File: config.mk
export PLATFORM = sky130hd
export DESIGN_NAME = tcw_ctrl
export DESIGN_NICKNAME = d
export VERILOG_FILES = /design/src/design/tcw_pkg.sv /design/src/design/tcw_ctrl.sv
export VERILOG_INCLUDE_DIRS = /design/src /design/src/design
export SDC_FILE = /design/constraint.sdc
export NUM_CORES = 1
export LEC_CHECK = 0
export ABC_AREA = 1
export ABC_CLOCK_PERIOD_IN_PS = 1130
export BUFFER_PORTS_ARGS = -buffer_cell sky130_fd_sc_hd__buf_2
export CAP_MARGIN = 10
export CORE_AREA = 2 2 39 41
export CTS_CLUSTER_DIAMETER = 40
export DETAILED_ROUTE_END_ITERATION = 8
export DIE_AREA = 0 0 41 43
export GPL_TIMING_DRIVEN = 1
export PLACE_DENSITY = 0.56
export SLEW_MARGIN = 20
export SYNTH_ARGS = -nofsm -noshare
export SYNTH_HDL_FRONTEND = slang
export SYNTH_SLANG_ARGS = --single-unit
File: constraint.sdc
create_clock -name clk -period 1.13 [get_ports clk]
set_input_delay 0.1695 -clock clk [delete_from_list [all_inputs] [get_ports clk]]
set_output_delay 0.1695 -clock clk [all_outputs]
set_load 0.03 [all_outputs]
File: src/design/text_console_writer_macros.svh
// Assertion macros shared by the console writer modules
`ifndef TEXT_CONSOLE_WRITER_MACROS_SVH
`define TEXT_CONSOLE_WRITER_MACROS_SVH

// Same-cycle implication, checked outside reset
`define TCW_ASSERT_NOW(label, clk, rst_n, ante, cons, msg) \
  label: assert property (@(posedge clk) disable iff (!rst_n) (ante) |-> (cons)) \
    else $error(msg);

// Next-cycle implication, checked outside reset
`define TCW_ASSERT_NEXT(label, clk, rst_n, ante, cons, msg) \
  label: assert property (@(posedge clk) disable iff (!rst_n) (ante) |=> (cons)) \
    else $error(msg);

`endif

File: src/design/tcw_pkg.sv
// Types, constants and codes of the text console writer
package tcw_pkg;

  // Screen geometry
  localparam int COLUMNS    = 80;
  localparam int ROWS       = 25;
  localparam int TAB_WIDTH  = 8;
  localparam int CELL_COUNT = COLUMNS * ROWS;
  localparam int TAB_SHIFT  = $clog2(TAB_WIDTH);

  // Widths
  localparam int ADDR_W = $clog2(CELL_COUNT);
  localparam int COL_W  = $clog2(COLUMNS + TAB_WIDTH);
  localparam int ROW_W  = $clog2(ROWS + 1);
  localparam int LOC_W  = 11;
  localparam int CELL_W = 16;
  localparam int ATTR_W = 8;
  localparam int CHAR_W = 8;
  localparam int FUNC_W = 2;

  // Operation codes
  localparam logic [FUNC_W-1:0] OP_PUT   = 2'd0;
  localparam logic [FUNC_W-1:0] OP_CLEAR = 2'd1;
  localparam logic [FUNC_W-1:0] OP_READ  = 2'd2;

  // Character codes
  localparam logic [CHAR_W-1:0] CH_BACKSPACE = 8'h08;
  localparam logic [CHAR_W-1:0] CH_TAB       = 8'h09;
  localparam logic [CHAR_W-1:0] CH_LF        = 8'h0A;
  localparam logic [CHAR_W-1:0] CH_CR        = 8'h0D;
  localparam logic [CHAR_W-1:0] CH_SPACE     = 8'h20;

  localparam logic [ATTR_W-1:0] ATTR_RESET = 8'h0F;

  typedef struct packed {
    logic [FUNC_W-1:0] func;
    logic [CHAR_W-1:0] char_code;
    logic [LOC_W-1:0]  cell_index;
  } in_item_t;

  typedef struct packed {
    logic [LOC_W-1:0]  cursor_location;
    logic [CELL_W-1:0] cell_data;
    logic              scrolled;
  } out_item_t;

  typedef enum logic [2:0] {
    ST_INIT,
    ST_SETTLE,
    ST_IDLE,
    ST_EXEC,
    ST_COPY,
    ST_BLANK,
    ST_DONE
  } tcw_state_t;

  // Controller to datapath
  typedef struct packed {
    logic accept;
    logic exec;
    logic copy_step;
    logic blank_step;
    logic init_fill;
  } tcw_cmd_t;

  // Datapath to controller
  typedef struct packed {
    logic [FUNC_W-1:0] func;
    logic              put_wrap;
    logic              ptr_copy_last;
    logic              ptr_last;
  } tcw_sts_t;

endpackage

File: src/design/tcw_ctrl.sv
// Sequencing state machine of the text console writer
`include "text_console_writer_macros.svh"

module tcw_ctrl (
  input  logic              clk,
  input  logic              rst_n,
  input  logic              start,
  input  tcw_pkg::tcw_sts_t sts,
  output tcw_pkg::tcw_cmd_t cmd,
  output logic              busy,
  output logic              out_valid
);
  import tcw_pkg::*;

  tcw_state_t state_r, state_nxt;

  always_ff @(posedge clk) begin
    if (!rst_n) begin
      state_r <= ST_INIT;
    end else begin
      state_r <= state_nxt;
    end
  end

  always_comb begin
    state_nxt = state_r;
    cmd       = '0;
    busy      = 1'b1;
    out_valid = 1'b0;
    case (state_r)
      ST_INIT: begin
        cmd.blank_step = 1'b1;
        cmd.init_fill  = 1'b1;
        if (sts.ptr_last) state_nxt = ST_SETTLE;
      end
      ST_SETTLE: begin
        // hold busy while the last blank write lands
        state_nxt = ST_IDLE;
      end
      ST_IDLE: begin
        busy = 1'b0;
        if (start) begin
          cmd.accept = 1'b1;
          state_nxt  = ST_EXEC;
        end
      end
      ST_EXEC: begin
        cmd.exec = 1'b1;
        case (sts.func)
          OP_PUT:   state_nxt = sts.put_wrap ? ST_COPY : ST_DONE;
          OP_CLEAR: state_nxt = ST_BLANK;
          default:  state_nxt = ST_DONE;
        endcase
      end
      ST_COPY: begin
        cmd.copy_step = 1'b1;
        if (sts.ptr_copy_last) state_nxt = ST_BLANK;
      end
      ST_BLANK: begin
        cmd.blank_step = 1'b1;
        if (sts.ptr_last) state_nxt = ST_DONE;
      end
      ST_DONE: begin
        out_valid = 1'b1;
        state_nxt = ST_IDLE;
      end
      default: state_nxt = ST_IDLE;
    endcase
  end

  `TCW_ASSERT_NEXT(a_accept_exec, clk, rst_n, state_r == ST_IDLE && start, state_r == ST_EXEC, "accepted item did not enter execution")
  `TCW_ASSERT_NEXT(a_done_once, clk, rst_n, state_r == ST_DONE, state_r == ST_IDLE, "result strobe lasted more than one cycle")
  `TCW_ASSERT_NEXT(a_copy_only_put, clk, rst_n, state_r == ST_EXEC && sts.func != OP_PUT, state_r != ST_COPY, "scroll started by an operation other than put")

endmodule

== Word-level counts from Yosys, hierarchy flattened ==
Index checks and enable logic that the tools add are counted.
Word-level totals
  logic and storage cells: 30
  flip-flop bits (word level): 3
  output and inout port bits: 7
Cells by class
  equal/unequal tests: 10
  mux-type cells: 15
  reduce and logical (&&, ||, !) cells: 4
Operators by type and width (count)
  $pmux W3 S5: 1
  $mux W3: 4
  $eq A3 B3 Y1 const B: 3
  $mux W1: 8
  $ne A2 B2 Y1 const B: 4
  $eq A3 B2 Y1 const B: 2
  $pmux W2 S2: 1
  $reduce_and A4 Y1: 1
  $logic_not A3 Y1: 1
  $eq A2 B1 Y1 const B: 1
  $logic_not A2 Y1: 1
  $mux W2: 1
  $reduce_or A2 Y1: 1

== Longest topological paths before layout ==
  depth in word-level cells: 3
  mapped depth: 9

== Least setup slack after synthesis ==
OpenSTA, ideal clock, no wires.
  kind: reg2out
  from: register state_r[0]
  to: output port cmd[4] (netlist name)
  cell stages (with the launch flop): 5
  path slack: -266 ps
  data arrival time: 1227 ps
  cells stage by stage: dfxtp_1 > buf_6 > nor2_1 > nand2_1 > nor2_1
RTL lines
  start, declared: line tcw_ctrl.sv:15  | tcw_state_t state_r, state_nxt;
  start signal, assigned: line tcw_ctrl.sv:21  | state_r <= state_nxt;
  end, declared: line tcw_ctrl.sv:9  | output tcw_pkg::tcw_cmd_t cmd,

== Worst setup path in the final report ==
  from: register state_r[0]
  to: output port out_valid
Between the ends
  longest elaborated chain between the ends: 2
RTL lines
  $eq A3 B3 Y1: line tcw_ctrl.sv:30  | case (state_r)
  $mux W1: line tcw_ctrl.sv:30
  end, declared: line tcw_ctrl.sv:11  | output logic out_valid
Every way passes these cells.

==> flow_results.org <==
** Worst setup path
- Worst endpoint required time :: 0.96 ns
- The number of buffers and inverters on the critical path is 2.
- Crit path largest cell delay :: about 0.37 ns
- Maximum fanout encountered on the critical timing path :: 6
- Cells along the critical path :: buf_6 > nor3_4 > buf_6
- Among the stages of the critical path, the cell type that occurs most often is sky130_fd_sc_hd__buf_6.
- Critical path startpoint category :: flop
- Standard cell with the maximum stage delay on the critical path :: sky130_fd_sc_hd__dfxtp_4
- Crit Path Class :: reg -> out
- Critical Path Sink Type :: primary output
- Data arrives at the worst endpoint at 1.07 ns.
- Among cell families on the critical path, the largest total delay comes from flip-flops.

** Synthesis
- Synthesis instantiated 16 different standard cells from the library.
- The share of synthesized area in the top cell type comes to 0.210.
- In this run the cell area of the synthesized design comes to approximately 290 µm².
- Synthesis inferred 3 register bits.
- The share of the Yosys chip area taken by registers is 0.210.
- By area the synthesized netlist is led by sky130_fd_sc_hd__dfxtp_1 21%, sky130_fd_sc_hd__nand2_1 9.2%, sky130_fd_sc_hd__nor2_1 9.2%, sky130_fd_sc_hd__nand3_1 8.7%, sky130_fd_sc_hd__buf_6 7.9%.
- The Yosys step of the flow raised 0 warnings.
- After synthesis, the mean cell area works out to 6.37 µm².
- Syn Nets :: between 50 and 60
- The cell count after synthesis came out at 45.
- Of all cell types, the one taking the most synthesized area is sky130_fd_sc_hd__dfxtp_1.

** Routing
- Vias after detailed routing :: 369
- Via density :: ~4.2
- DRC viols :: 0
- Wires add up to 805 µm.
- Pre-antenna DRT Iters :: 4
- The first routing iteration left 2 violations.
- Wire length per cell :: 9.15 µm
- In this run the remaining antenna-violating nets after routing total 0.

** Job
- Max-cap violations in this run came to 0.

** Floorplan
- The floorplan step set the die height to ~43 µm.
- The total area inside the core boundary comes to 1380 µm².
- The die covers between 1500 and 2000 µm².
- Floorplan row count :: 14
- From left edge to right edge, the die measures just over 40 µm.
- Count of pins on the block boundary :: 15
- Starting utilization of the core area :: 0.207

** Final layout
- Of the cells placed in the final design, the portion with a size suffix greater than 1 is 0.639.
- Final antenna diode count :: 0
- Top reg by flops :: state_r
- Fill cells in the final layout number approximately 170.
- Layout area overhead :: 93.0%
- Flip-flop count of the largest register, all copies and words added :: 3
- For this run, the post-layout net count is a little over 80.
- Biggest registers after layout :: state_r x3
- The library cell used most frequently in the layout, excluding fill and tap cells, is sky130_fd_sc_hd__buf_6.
- The count of cells in the finished layout, fillers not included, comes to around 90.
- In the layout the commonest cells are 10 x sky130_fd_sc_hd__buf_6, 8 x sky130_fd_sc_hd__buf_4, 7 x sky130_fd_sc_hd__buf_2, 6 x sky130_fd_sc_hd__nand2_1.

** Timing
- Across all setup checks in the final design, the least slack found is -0.108 ns.
- Final Slew Violations :: 0
- The routed design could run at a clock period as short as about 1.2 ns.
- Setup repair after global routing could not meet its margin everywhere.
- Final setup TNS :: -0.531 ns
- Final Hold Fails :: 0
- Dividing the final minimum period by the clock period gives 1.10.
- Between clock sinks in the finished design, the worst skew comes to about 0.0085 ns.
- Maximum clock frequency :: 0.808 GHz
- Worst slew margin :: 0.899
- Final Setup Violations :: 8
- Transition at the pin with the smallest max-transition slack :: around 0.15 ns

** Clocking
- Clock-pin slew was measured on the worst setup and hold paths at roughly 0.040 ns.
- Clock insertion delay at the later pin of the skew report :: about 0.24 ns
- TritonCTS built the clock tree.
- The root buffer cell chosen for the clock tree is sky130_fd_sc_hd__clkbuf_4.
- Buffer depth of the longest clock path :: 2
- Maximum level of the CTS H-tree :: 1
- Total CTS buffers :: 3
- Clock sinks :: 3

** GRT
- Pin count of the biggest net entering global routing :: 7
- Number of global-route vias before repair :: roughly 340
- Overflow left after global routing :: 0
- For this run, the total global-route usage over all layers was measured as 0.107.
- The initial antenna violation count was 0.
- First-pass GRT wire length :: around 1200 µm

** Placement
- The HPWL after detailed placement is ~560 µm.
- Quantity of I/O buffers inserted on ports :: 14
- Post-Place Cells :: between 70 and 80
- The congestion estimate from routability-driven global placement came to ~0.74.

** Power
- Summed over all nets, the switching power comes to around 800 µW.
- Of the total power, the share spent switching nets is 0.458.
- Total power density per cell area :: a little over 3000 nW/µm²
- Part of the total power dissipated in the clock network :: 0.114
- Worst voltage drop across the vdd grid :: ~840 µV
- Static leakage :: ~0.00029 µW
- Of the total power, combinational logic draws 0.740.
- Part of the total power dissipated in sequential elements :: 0.145
- Internal portion of total power :: 934 µW

** Status
- Violated checks :: negative setup slack
- The run finished, with violations left.

** Min path
- The worst hold path belongs to the class in -> reg.
-- logic make-up after synthesis --
| group | synth area share |
|---|---|
| AOI/OAI and AO/OA | 0.0786 |
| and+or+nand+nor | 0.511 |
| buffers and inverters | 0.201 |
| DFF | 0.210 |
-- worst paths after layout --
path                                 from  slack (ns)                      end  depth (start not counted)
hold reg to reg   state_r[0]$_SDFFE_PN0P_        0.68  state_r[0]$_SDFFE_PN0P_                          3
setup / recovery  state_r[0]$_SDFFE_PN0P_       -0.11                out_valid                          3
setup reg to reg  state_r[1]$_SDFFE_PN0P_       -0.05  state_r[1]$_SDFFE_PN0P_                         10
hold / removal                      rst_n        0.17  state_r[2]$_SDFFE_PN0P_                          2
-- through the flow --
stage | setup slack [ns] | hold slack (ns) | power [µW] | util | cell area (µm²)
6_report | -0.108 | 0.165 | 1720 | 0.400 | 553
5_1_grt | -0.157 | 0.189 | 1850 | 0.400 | 553
4_1_cts | -0.129 | 0.161 | 1670 | 0.384 | 532
3_5_place_dp | 0.0252 | 0.416 | 1130 | 0.297 | 412
3_3_place_gp | 0.0230 | 0.419 | 1130 | 0.297 | 412
2_1_floorplan | -0.145 | 0.287 | 887 | - | 299
-- routing by layer --
metal / global-route usage / routed length (µm)
met2: 0.153 / 456
met3: 0.0157 / 51
met5: 0 / 0
met4: 0.120 / 0
met1: 0.119 / 297
-- power groups by stage --
stage               registers (µW)  logic (µW)  clock network [µW]
finish                         250        1270                 197
detailed placement             206         926                   0
global placement               205         928                   0
floorplan                      171         716                   0
CTS                            235        1230                 207
global route                   257        1390                 208
-- synth_stat cells --
library cell and instances:
sky130_fd_sc_hd__o21ai_0 1, sky130_fd_sc_hd__nand2_4 2, sky130_fd_sc_hd__nor2_1 7, sky130_fd_sc_hd__nand2_1 7, sky130_fd_sc_hd__nand2_2 2, sky130_fd_sc_hd__buf_6 2, sky130_fd_sc_hd__a21oi_1 2, sky130_fd_sc_hd__nor3_1 2
sky130_fd_sc_hd__inv_1 5, sky130_fd_sc_hd__nor2_2 2, sky130_fd_sc_hd__o21a_1 1, sky130_fd_sc_hd__nand3_1 5, sky130_fd_sc_hd__nor2_4 1, sky130_fd_sc_hd__inv_2 2, sky130_fd_sc_hd__inv_6 1, sky130_fd_sc_hd__dfxtp_1 3
-- cell type report --
type                       instances  area (µm²)  share of cell area
clock buffer                       4        26.3              0.0475
sequential                         3        66.3               0.120
tap                               16        20.0              0.0362
multi-input combinational         32         198               0.357
inverter                           8        35.0              0.0633
timing repair buffer              25         208               0.376
-- what timing repair did --
| action | CTS | global route |
|---|---|---|
| pin swaps | 5 | 5 |
| hold buffers | 0 | 0 |
| endpoints found under the hold margin | 0 | 0 |
| gates resized for setup | 20 | 5 |
| setup buffers | 5 | 0 |
| endpoints found under the setup margin | 7 | 9 |
Power figures use the tool's default switching activity.
